## src/design/tlsvs_pkg.sv

```systemverilog
// Shared types and constants for the TLS server hello version scanner.
// Holds the word structs, the configuration set, the parse phases and codes.
// No dependencies.
`default_nettype none

package tlsvs_pkg;

  typedef struct packed {
    logic [7:0]  data_byte;
    logic [15:0] total_len;
    logic        last;
  } msg_t;

  typedef enum logic [1:0] {
    VERDICT_READ   = 2'd0,
    VERDICT_BOUNDS = 2'd1,
    VERDICT_ABSENT = 2'd2
  } verdict_t;

  typedef struct packed {
    logic     supported;
    verdict_t verdict;
  } res_t;

  typedef enum logic [1:0] {
    REG_SESSION_LEN_OFFSET = 2'd0,
    REG_FIXED_SKIP         = 2'd1,
    REG_WANTED_EXT_TYPE    = 2'd2,
    REG_WANTED_VERSION     = 2'd3
  } reg_index_t;

  typedef struct packed {
    logic [7:0]  session_len_offset;
    logic [7:0]  fixed_skip;
    logic [15:0] wanted_ext_type;
    logic [15:0] wanted_version;
  } cfg_t;

  localparam logic [7:0]  RstSessionLenOffset = 8'd43;
  localparam logic [7:0]  RstFixedSkip        = 8'd10;
  localparam logic [15:0] RstWantedExtType    = 16'd43;
  localparam logic [15:0] RstWantedVersion    = 16'h0304;

  localparam int unsigned CfgDataBits = 16;
  localparam int unsigned ExtHeaderBytes = 4;
  localparam int unsigned VersionBytes = 2;

  typedef enum logic [11:0] {
    PH_HEAD    = 12'b0000_0000_0001,
    PH_SKIP    = 12'b0000_0000_0010,
    PH_XLEN_HI = 12'b0000_0000_0100,
    PH_XLEN_LO = 12'b0000_0000_1000,
    PH_TYPE_HI = 12'b0000_0001_0000,
    PH_TYPE_LO = 12'b0000_0010_0000,
    PH_ELEN_HI = 12'b0000_0100_0000,
    PH_ELEN_LO = 12'b0000_1000_0000,
    PH_BODY    = 12'b0001_0000_0000,
    PH_VER_HI  = 12'b0010_0000_0000,
    PH_VER_LO  = 12'b0100_0000_0000,
    PH_IDLE    = 12'b1000_0000_0000
  } phase_t;

endpackage

`default_nettype wire

```

## src/design/tlsvs_parse.sv

```systemverilog
// Per-byte parser state and next-state logic for the version scanner.
// Decides at most one result per message on the byte that settles it.
// Depends on tlsvs_pkg.
`default_nettype none

module tlsvs_parse
  import tlsvs_pkg::*;
(
  input  wire logic clk,
  input  wire logic rst,
  input  wire logic step,
  input  wire msg_t msg,
  input  wire cfg_t cfg,
  output logic      emit,
  output res_t      result
);

  phase_t      phase, phase_next;
  logic [15:0] byte_pos, byte_pos_next;
  logic [15:0] field_count, field_count_next;
  logic [16:0] ext_limit, ext_limit_next;
  logic [7:0]  high_byte, high_byte_next;
  logic [15:0] ext_kind, ext_kind_next;

  logic [15:0] pair;
  logic [16:0] total;
  logic [16:0] head_end;
  logic [16:0] block_end;
  logic [16:0] lim_hdr;
  logic [16:0] lim_rest;
  logic [15:0] count_dec;
  logic [15:0] head_skip;

  assign pair      = {high_byte, msg.data_byte};
  assign total     = {1'b0, msg.total_len};
  assign head_end  = 17'(cfg.session_len_offset) + 17'(msg.data_byte)
                   + 17'(cfg.fixed_skip) + 17'd3;
  assign head_skip = 16'(msg.data_byte) + 16'(cfg.fixed_skip);
  assign block_end = ext_limit + {1'b0, pair};
  assign lim_hdr   = ext_limit - 17'(ExtHeaderBytes);
  assign lim_rest  = lim_hdr - {1'b0, pair};
  assign count_dec = field_count - 16'd1;

  always_comb begin
    phase_next       = phase;
    byte_pos_next    = byte_pos;
    field_count_next = field_count;
    ext_limit_next   = ext_limit;
    high_byte_next   = high_byte;
    ext_kind_next    = ext_kind;
    emit             = 1'b0;
    result.supported = 1'b0;
    result.verdict   = VERDICT_READ;

    unique case (phase)
      PH_HEAD: begin
        if (byte_pos != {8'd0, cfg.session_len_offset}) begin
          if (byte_pos != 16'hFFFF) begin
            byte_pos_next = byte_pos + 16'd1;
          end
        end else begin
          ext_limit_next = head_end;
          if (head_end > total) begin
            emit           = 1'b1;
            result.verdict = VERDICT_BOUNDS;
          end else begin
            field_count_next = head_skip;
            phase_next       = (head_skip != 16'd0) ? PH_SKIP : PH_XLEN_HI;
          end
        end
      end
      PH_SKIP: begin
        field_count_next = count_dec;
        if (count_dec == 16'd0) begin
          phase_next = PH_XLEN_HI;
        end
      end
      PH_XLEN_HI: begin
        high_byte_next = msg.data_byte;
        phase_next     = PH_XLEN_LO;
      end
      PH_TYPE_HI: begin
        high_byte_next = msg.data_byte;
        phase_next     = PH_TYPE_LO;
      end
      PH_ELEN_HI: begin
        high_byte_next = msg.data_byte;
        phase_next     = PH_ELEN_LO;
      end
      PH_VER_HI: begin
        high_byte_next = msg.data_byte;
        phase_next     = PH_VER_LO;
      end
      PH_XLEN_LO: begin
        if (block_end > total) begin
          emit           = 1'b1;
          result.verdict = VERDICT_BOUNDS;
        end else begin
          ext_limit_next = {1'b0, pair};
          if (pair < 16'(ExtHeaderBytes)) begin
            emit           = 1'b1;
            result.verdict = VERDICT_ABSENT;
          end else begin
            phase_next = PH_TYPE_HI;
          end
        end
      end
      PH_TYPE_LO: begin
        ext_kind_next = pair;
        phase_next    = PH_ELEN_HI;
      end
      PH_ELEN_LO: begin
        ext_limit_next = lim_hdr;
        if ({1'b0, pair} > lim_hdr) begin
          emit           = 1'b1;
          result.verdict = VERDICT_BOUNDS;
        end else if (ext_kind == cfg.wanted_ext_type && pair == 16'(VersionBytes)) begin
          phase_next = PH_VER_HI;
        end else begin
          ext_limit_next = lim_rest;
          if (pair != 16'd0) begin
            field_count_next = pair;
            phase_next       = PH_BODY;
          end else if (lim_rest < 17'(ExtHeaderBytes)) begin
            emit           = 1'b1;
            result.verdict = VERDICT_ABSENT;
          end else begin
            phase_next = PH_TYPE_HI;
          end
        end
      end
      PH_BODY: begin
        field_count_next = count_dec;
        if (count_dec == 16'd0) begin
          if (ext_limit < 17'(ExtHeaderBytes)) begin
            emit           = 1'b1;
            result.verdict = VERDICT_ABSENT;
          end else begin
            phase_next = PH_TYPE_HI;
          end
        end
      end
      PH_VER_LO: begin
        emit             = 1'b1;
        result.verdict   = VERDICT_READ;
        result.supported = (pair == cfg.wanted_version);
      end
      PH_IDLE: begin
      end
      default: begin
      end
    endcase

    if (phase != PH_IDLE && !emit && msg.last) begin
      emit             = 1'b1;
      result.verdict   = VERDICT_BOUNDS;
      result.supported = 1'b0;
    end

    if (emit) begin
      phase_next = PH_IDLE;
    end

    if (msg.last) begin
      phase_next       = PH_HEAD;
      byte_pos_next    = '0;
      field_count_next = '0;
      ext_limit_next   = '0;
      high_byte_next   = '0;
      ext_kind_next    = '0;
    end
  end

  always_ff @(posedge clk) begin
    if (rst) begin
      phase       <= PH_HEAD;
      byte_pos    <= '0;
      field_count <= '0;
      ext_limit   <= '0;
      high_byte   <= '0;
      ext_kind    <= '0;
    end else if (step) begin
      phase       <= phase_next;
      byte_pos    <= byte_pos_next;
      field_count <= field_count_next;
      ext_limit   <= ext_limit_next;
      high_byte   <= high_byte_next;
      ext_kind    <= ext_kind_next;
    end
  end

endmodule

`default_nettype wire

```

## src/design/tls_hello_version_scan.sv

```systemverilog
// Top level of the TLS server hello supported versions scanner.
// Holds the configuration registers and the result register.
// Depends on tlsvs_pkg and tlsvs_parse.
//
//   channel   handshake              word     direction
//   msg       msg_valid/msg_ready    msg_t    in, one message byte
//   res       res_valid/res_ready    res_t    out, one per message
//   cfg       cfg_we                 16 bits  in, cfg_index selects register
//
// Each byte is parsed in the cycle it is accepted; a result appears in the
// result register in the following cycle. A byte is taken every cycle while the result
// register is empty or being drained, so the rate is one byte per cycle.
// A held result stalls input only when res_ready is low.
// Synchronous reset restores the configuration defaults and the parse state.
`default_nettype none

module tls_hello_version_scan
  import tlsvs_pkg::*;
(
  input  wire logic                   clk,
  input  wire logic                   rst,
  input  wire logic                   msg_valid,
  output logic                        msg_ready,
  input  wire msg_t                   msg,
  output logic                        res_valid,
  input  wire logic                   res_ready,
  output res_t                        res,
  input  wire logic                   cfg_we,
  input  wire reg_index_t             cfg_index,
  input  wire logic [CfgDataBits-1:0] cfg_data
);

  cfg_t cfg;
  logic step;
  logic emit;
  res_t result;

  assign msg_ready = !res_valid || res_ready;
  assign step      = msg_valid && msg_ready;

  always_ff @(posedge clk) begin
    if (rst) begin
      cfg.session_len_offset <= RstSessionLenOffset;
      cfg.fixed_skip         <= RstFixedSkip;
      cfg.wanted_ext_type    <= RstWantedExtType;
      cfg.wanted_version     <= RstWantedVersion;
    end else if (cfg_we) begin
      unique case (cfg_index)
        REG_SESSION_LEN_OFFSET: cfg.session_len_offset <= cfg_data[7:0];
        REG_FIXED_SKIP:         cfg.fixed_skip         <= cfg_data[7:0];
        REG_WANTED_EXT_TYPE:    cfg.wanted_ext_type    <= cfg_data;
        REG_WANTED_VERSION:     cfg.wanted_version     <= cfg_data;
        default: begin
        end
      endcase
    end
  end

  tlsvs_parse u_parse (
    .clk    (clk),
    .rst    (rst),
    .step   (step),
    .msg    (msg),
    .cfg    (cfg),
    .emit   (emit),
    .result (result)
  );

  always_ff @(posedge clk) begin
    if (rst) begin
      res_valid <= 1'b0;
    end else if (step && emit) begin
      res_valid <= 1'b1;
    end else if (res_ready) begin
      res_valid <= 1'b0;
    end
  end

  always_ff @(posedge clk) begin
    if (step && emit) begin
      res <= result;
    end
  end

endmodule

`default_nettype wire
```

## config.mk

```make
export PLATFORM = sky130hd
export DESIGN_NAME = tls_hello_version_scan
export DESIGN_NICKNAME = d
export VERILOG_FILES = /design/src/design/tlsvs_pkg.sv /design/src/design/tlsvs_parse.sv /design/src/design/tls_hello_version_scan.sv
export SDC_FILE = /design/constraint.sdc
export NUM_CORES = 1
export LEC_CHECK = 0
export BUFFER_PORTS_ARGS = -buffer_cell sky130_fd_sc_hd__buf_2
export CELL_PAD_IN_SITES_DETAIL_PLACEMENT = 1
export CELL_PAD_IN_SITES_GLOBAL_PLACEMENT = 1
export CORE_MARGIN = 2
export CORE_UTILIZATION = 47
export CTS_CLUSTER_SIZE = 10
export DETAILED_ROUTE_END_ITERATION = 8
export PLACE_DENSITY = 0.92
export SLEW_MARGIN = 20
export SYNTH_ARGS = -nofsm -noshare
export SYNTH_HDL_FRONTEND = slang
export SYNTH_SLANG_ARGS = --single-unit
```

## constraint.sdc

```tcl
create_clock -name clk -period 6.8 [get_ports clk]
set_clock_uncertainty 0.15 [all_clocks]
set_input_delay 0.34 -clock clk [delete_from_list [all_inputs] [get_ports clk]]
set_output_delay 0.34 -clock clk [all_outputs]
set_load 0.02 [all_outputs]
```

==> impl_metrics.json <==
{
  "synth_top_area_cell": "sky130_fd_sc_hd__dfxtp_1",
  "root_buffer": "sky130_fd_sc_hd__clkbuf_16",
  "ys_top_cells_by_count": "135 x sky130_fd_sc_hd__nor2_1, 134 x sky130_fd_sc_hd__dfxtp_1, 133 x sky130_fd_sc_hd__nand2_1",
  "synth-seq-area-share_pct": 26.2,
  "worst_skew_pair.late_latency_ns": 0.44,
  "antenna_cells_inserted": 0,
  "worstMarginPinSlew_ns": 1.02,
  "worst_setup_path_end_kind": "flip-flop",
  "die-area_sq_mm": 0.0238,
  "timing_hold_violations_final": 0,
  "grt_util_all_layers_pct": 33.3,
  "tritoncts_buffers": 17,
  "combPwrFrac_pct": 35.6,
  "worst_setup_path_start_kind": "flip-flop",
  "total_power_uw": 2820,
  "maxClockFrequency_mhz": 163,
  "synth_largest_type_area_fraction_pct": 25.3,
  "clock_tree_from_tritoncts": "yes",
  "route.antenna.remaining_nets": 0,
  "grt_overflow": 0,
  "synth_area_per_cell_sq_um": 7.90,
  "cp_max_fo": 6,
  "yosys_warnings": 0,
  "cts-resized-gates": 0,
  "core_sq_mm": 0.0220,
  "syn_nets": 1490,
  "layout-area-overhead-vs-synth_pct": 10.4,
  "wl_per_cell_um": 23.9,
  "post-dp-hpwl_mm": 28.7,
  "start_util_pct": 48.3,
  "timing.final.max_slew_violations": 0,
  "cts.path.max_buffers": 2,
  "drive_gt1_share_pct": 8.72,
  "rsz0062_at_grt": "false",
  "leakage_uw": 0.00497,
  "worstSetupPathType": "reg2reg",
  "buffer_ports.inserted": 52,
  "netSwitchingFraction_pct": 38.9,
  "power.density_cell_area_mw_per_mm2": 241,
  "grt_start_max_net_pins": 70,
  "maxCapViolCount": 0,
  "postSynth.asyncResetShare_pct": 0,
  "worstHoldPathType": "in2reg",
  "cp.required_ns": 6.99,
  "setup_viol": 0,
  "ctsHtreeMaxLevel": 4,
  "final_period_minus_worst_setup_slack_ns": 6.14,
  "layout.nets": 1523,
  "synthDistinctLibCells": 81,
  "power_switching_uw": 1100,
  "synth_area_leaders": "sky130_fd_sc_hd__dfxtp_1 25%, sky130_fd_sc_hd__ha_1 11%, sky130_fd_sc_hd__xnor2_1 5.4%",
  "cp.arrival_ns": 6.33,
  "ir_drop_v": 0.000181,
  "die_boundary_width_um": 154,
  "drtIter0Drc": 852,
  "ys_ff_latch": 137,
  "tritoncts_num_sinks": 137,
  "setup_total_negative_slack_ns": 0,
  "first_global_vias": 11504,
  "viasPerCell": 6.48,
  "place.gp.congestion": 0.952,
  "maxSlewHeadroom_pct": 31.4,
  "num_vias": 10804,
  "flip_flop_cell_with_the_highest_count_after_synthesis": "sky130_fd_sc_hd__dfxtp_1",
  "pin_count": 53,
  "initial_antenna_violation_count": 0,
  "synth_enable_flop_cells": 3,
  "syn-instance-count": 1342,
  "outcome": "finished clean",
  "placementRows": 54,
  "detailedRoute.firstPassIterationCount": 5,
  "intPower_uw": 1720,
  "post-synth-top-count-cell": "sky130_fd_sc_hd__nor2_1",
  "p_seq_share_pct": 30.5,
  "syn-cell-area_sq_mm": 0.0106,
  "grt_pass1_wl_mm": 62.3,
  "final_min_period_over_clock_period_pct": 90.4,
  "p_clk_share_pct": 33.8,
  "drt_drc_violations_left": 0,
  "totalWireLength_mm": 39.8,
  "die-height_um": 154,
  "cts.reportedPaths.clkPinSlew_ns": 0.07
}
## final cells by class
| type | count | area, sq um |
|---|---|---|
| clock inverters | 14 | 154 |
| repair buffers | 68 | 395 |
| fillers | 2665 | 10200 |
| flip-flops and latches | 137 | 2770 |
| well taps | 280 | 350 |
| inverters | 71 | 267 |
| clock buffers | 18 | 429 |
| multi-input cells | 1080 | 7340 |
## cell families after synthesis
group | count (synthesis) | share of synthesized area [%]
AO/OA/AOI/OAI | 332 | 20.3
XOR/XNOR | 121 | 10.1
adder cells (fa/ha/maj) | 100 | 12.2
buffers and inverters | 125 | 4.67
flip-flops | 137 | 26.2
multiplexers | 37 | 3.50
AND/OR/NAND/NOR | 490 | 23.2
## worst paths after layout
check        slack, ns                       endpoint            startpoint  depth (start not counted)
max               0.66  u_parse.phase[3]$_SDFFE_PP0P_  cfg[40]$_SDFFE_PP1P_                         25
min               0.01           cfg[27]$_SDFFE_PP0P_          cfg_data[11]                          3
max reg2reg       0.66  u_parse.phase[3]$_SDFFE_PP0P_  cfg[40]$_SDFFE_PP1P_                         25
min reg2reg       0.33            cfg[3]$_SDFFE_PP0P_   cfg[3]$_SDFFE_PP0P_                          2
## power by group through the flow
| stage | sequential (uW) | combinational [uW] | clock [uW] |
|---|---|---|---|
| floorplan | 865 | 706 | 0 |
| global placement | 876 | 908 | 0 |
| detailed placement | 878 | 957 | 0 |
| CTS | 860 | 980 | 951 |
| global route | 864 | 1100 | 986 |
| finish | 862 | 1010 | 955 |
## critical path, stage by stage (launching register included)
cell	delay (ns)
sky130_fd_sc_hd__dfxtp_1	0.41
sky130_fd_sc_hd__ha_1	0.26
sky130_fd_sc_hd__fa_1	0.42
sky130_fd_sc_hd__a21oi_1	0.20
sky130_fd_sc_hd__nor2_1	0.07
sky130_fd_sc_hd__nor2_1	0.16
sky130_fd_sc_hd__o21bai_1	0.09
sky130_fd_sc_hd__a21oi_1	0.23
sky130_fd_sc_hd__xnor2_1	0.19
sky130_fd_sc_hd__ha_1	0.30
sky130_fd_sc_hd__ha_1	0.36
sky130_fd_sc_hd__nor3_1	0.27
sky130_fd_sc_hd__nor2_1	0.09
sky130_fd_sc_hd__o41ai_1	0.08
sky130_fd_sc_hd__xnor2_1	0.23
sky130_fd_sc_hd__ha_1	0.31
sky130_fd_sc_hd__nand4_1	0.13
sky130_fd_sc_hd__nor2_1	0.06
sky130_fd_sc_hd__a211oi_1	0.26
sky130_fd_sc_hd__a2111oi_2	0.18
sky130_fd_sc_hd__a2111oi_0	0.59
sky130_fd_sc_hd__o21ai_1	0.18
sky130_fd_sc_hd__a21oi_1	0.22
sky130_fd_sc_hd__and3_4	0.30
sky130_fd_sc_hd__nor3_4	0.06
sky130_fd_sc_hd__a32o_2	0.25
## per-layer routing
| metal | GRT usage, % | share of wire (%) | up-vias |
|---|---|---|---|
| li1 | - | - | 4905 |
| met3 | 6.50 | 6.9 | 168 |
| met4 | 18.6 | 5.8 | 0 |
| met2 | 56.7 | 48 | 453 |
| met1 | 39.4 | 40 | 5278 |
| met5 | 0 | 0 | - |
## state kept, by name, indices dropped and copies added (netlist names)
| signal | count |
|---|---|
| cfg | 48 |
| u_parse.ext_limit | 17 |
| u_parse.byte_pos | 16 |
| u_parse.ext_kind | 16 |
| u_parse.field_count | 16 |
| u_parse.phase | 12 |
| u_parse.high_byte | 8 |
| res | 3 |
| res_valid | 1 |
## cell usage in the layout (no fill, tap or decap), types with 9 or more instances in the layout
cell type / n
sky130_fd_sc_hd__nand3_1: 36
sky130_fd_sc_hd__nand4_1: 20
sky130_fd_sc_hd__dfxtp_1: 134
sky130_fd_sc_hd__xnor2_1: 65
sky130_fd_sc_hd__clkbuf_16: 17
sky130_fd_sc_hd__o21ai_0: 57
sky130_fd_sc_hd__buf_4: 10
sky130_fd_sc_hd__o21ai_1: 9
sky130_fd_sc_hd__o22ai_1: 10
sky130_fd_sc_hd__mux2i_1: 36
sky130_fd_sc_hd__a22oi_1: 35
sky130_fd_sc_hd__nor4_1: 30
sky130_fd_sc_hd__and3_1: 12
sky130_fd_sc_hd__nor2_1: 134
sky130_fd_sc_hd__inv_1: 71
sky130_fd_sc_hd__or4_1: 14
sky130_fd_sc_hd__a21oi_1: 110
sky130_fd_sc_hd__o21bai_1: 9
sky130_fd_sc_hd__buf_2: 52
sky130_fd_sc_hd__or3_1: 25
sky130_fd_sc_hd__a211oi_1: 12
sky130_fd_sc_hd__nand2_1: 133
sky130_fd_sc_hd__nand2b_1: 9
sky130_fd_sc_hd__nor3_1: 27
sky130_fd_sc_hd__nor2b_1: 9
sky130_fd_sc_hd__a21o_1: 21
sky130_fd_sc_hd__xor2_1: 55
sky130_fd_sc_hd__ha_1: 95
## through the flow
stage | cells | utilization (%) | hold slack [ns] | worst slack (ns) | cell area, sq um
after CTS | 1668 | 53.3 | 0.00212 | 0.737 | 11700
after floorplan | 1342 | - | 0.298 | 1.72 | 10600
after detailed placement | 1630 | 50.4 | 0.315 | 0.630 | 11100
after global routing | 1668 | 53.3 | 0.0407 | 0.325 | 11700
final | 1668 | 53.3 | 0.0100 | 0.655 | 11700
after global placement | 1630 | 50.4 | 0.305 | 1.01 | 11100
## timing repair
action                    in CTS  in global routing
setup buffers                  0                  0
hold endpoints to repair      10                  0
hold buffers                   6                  0
No activity file was read; power rests on OpenSTA's default activity.
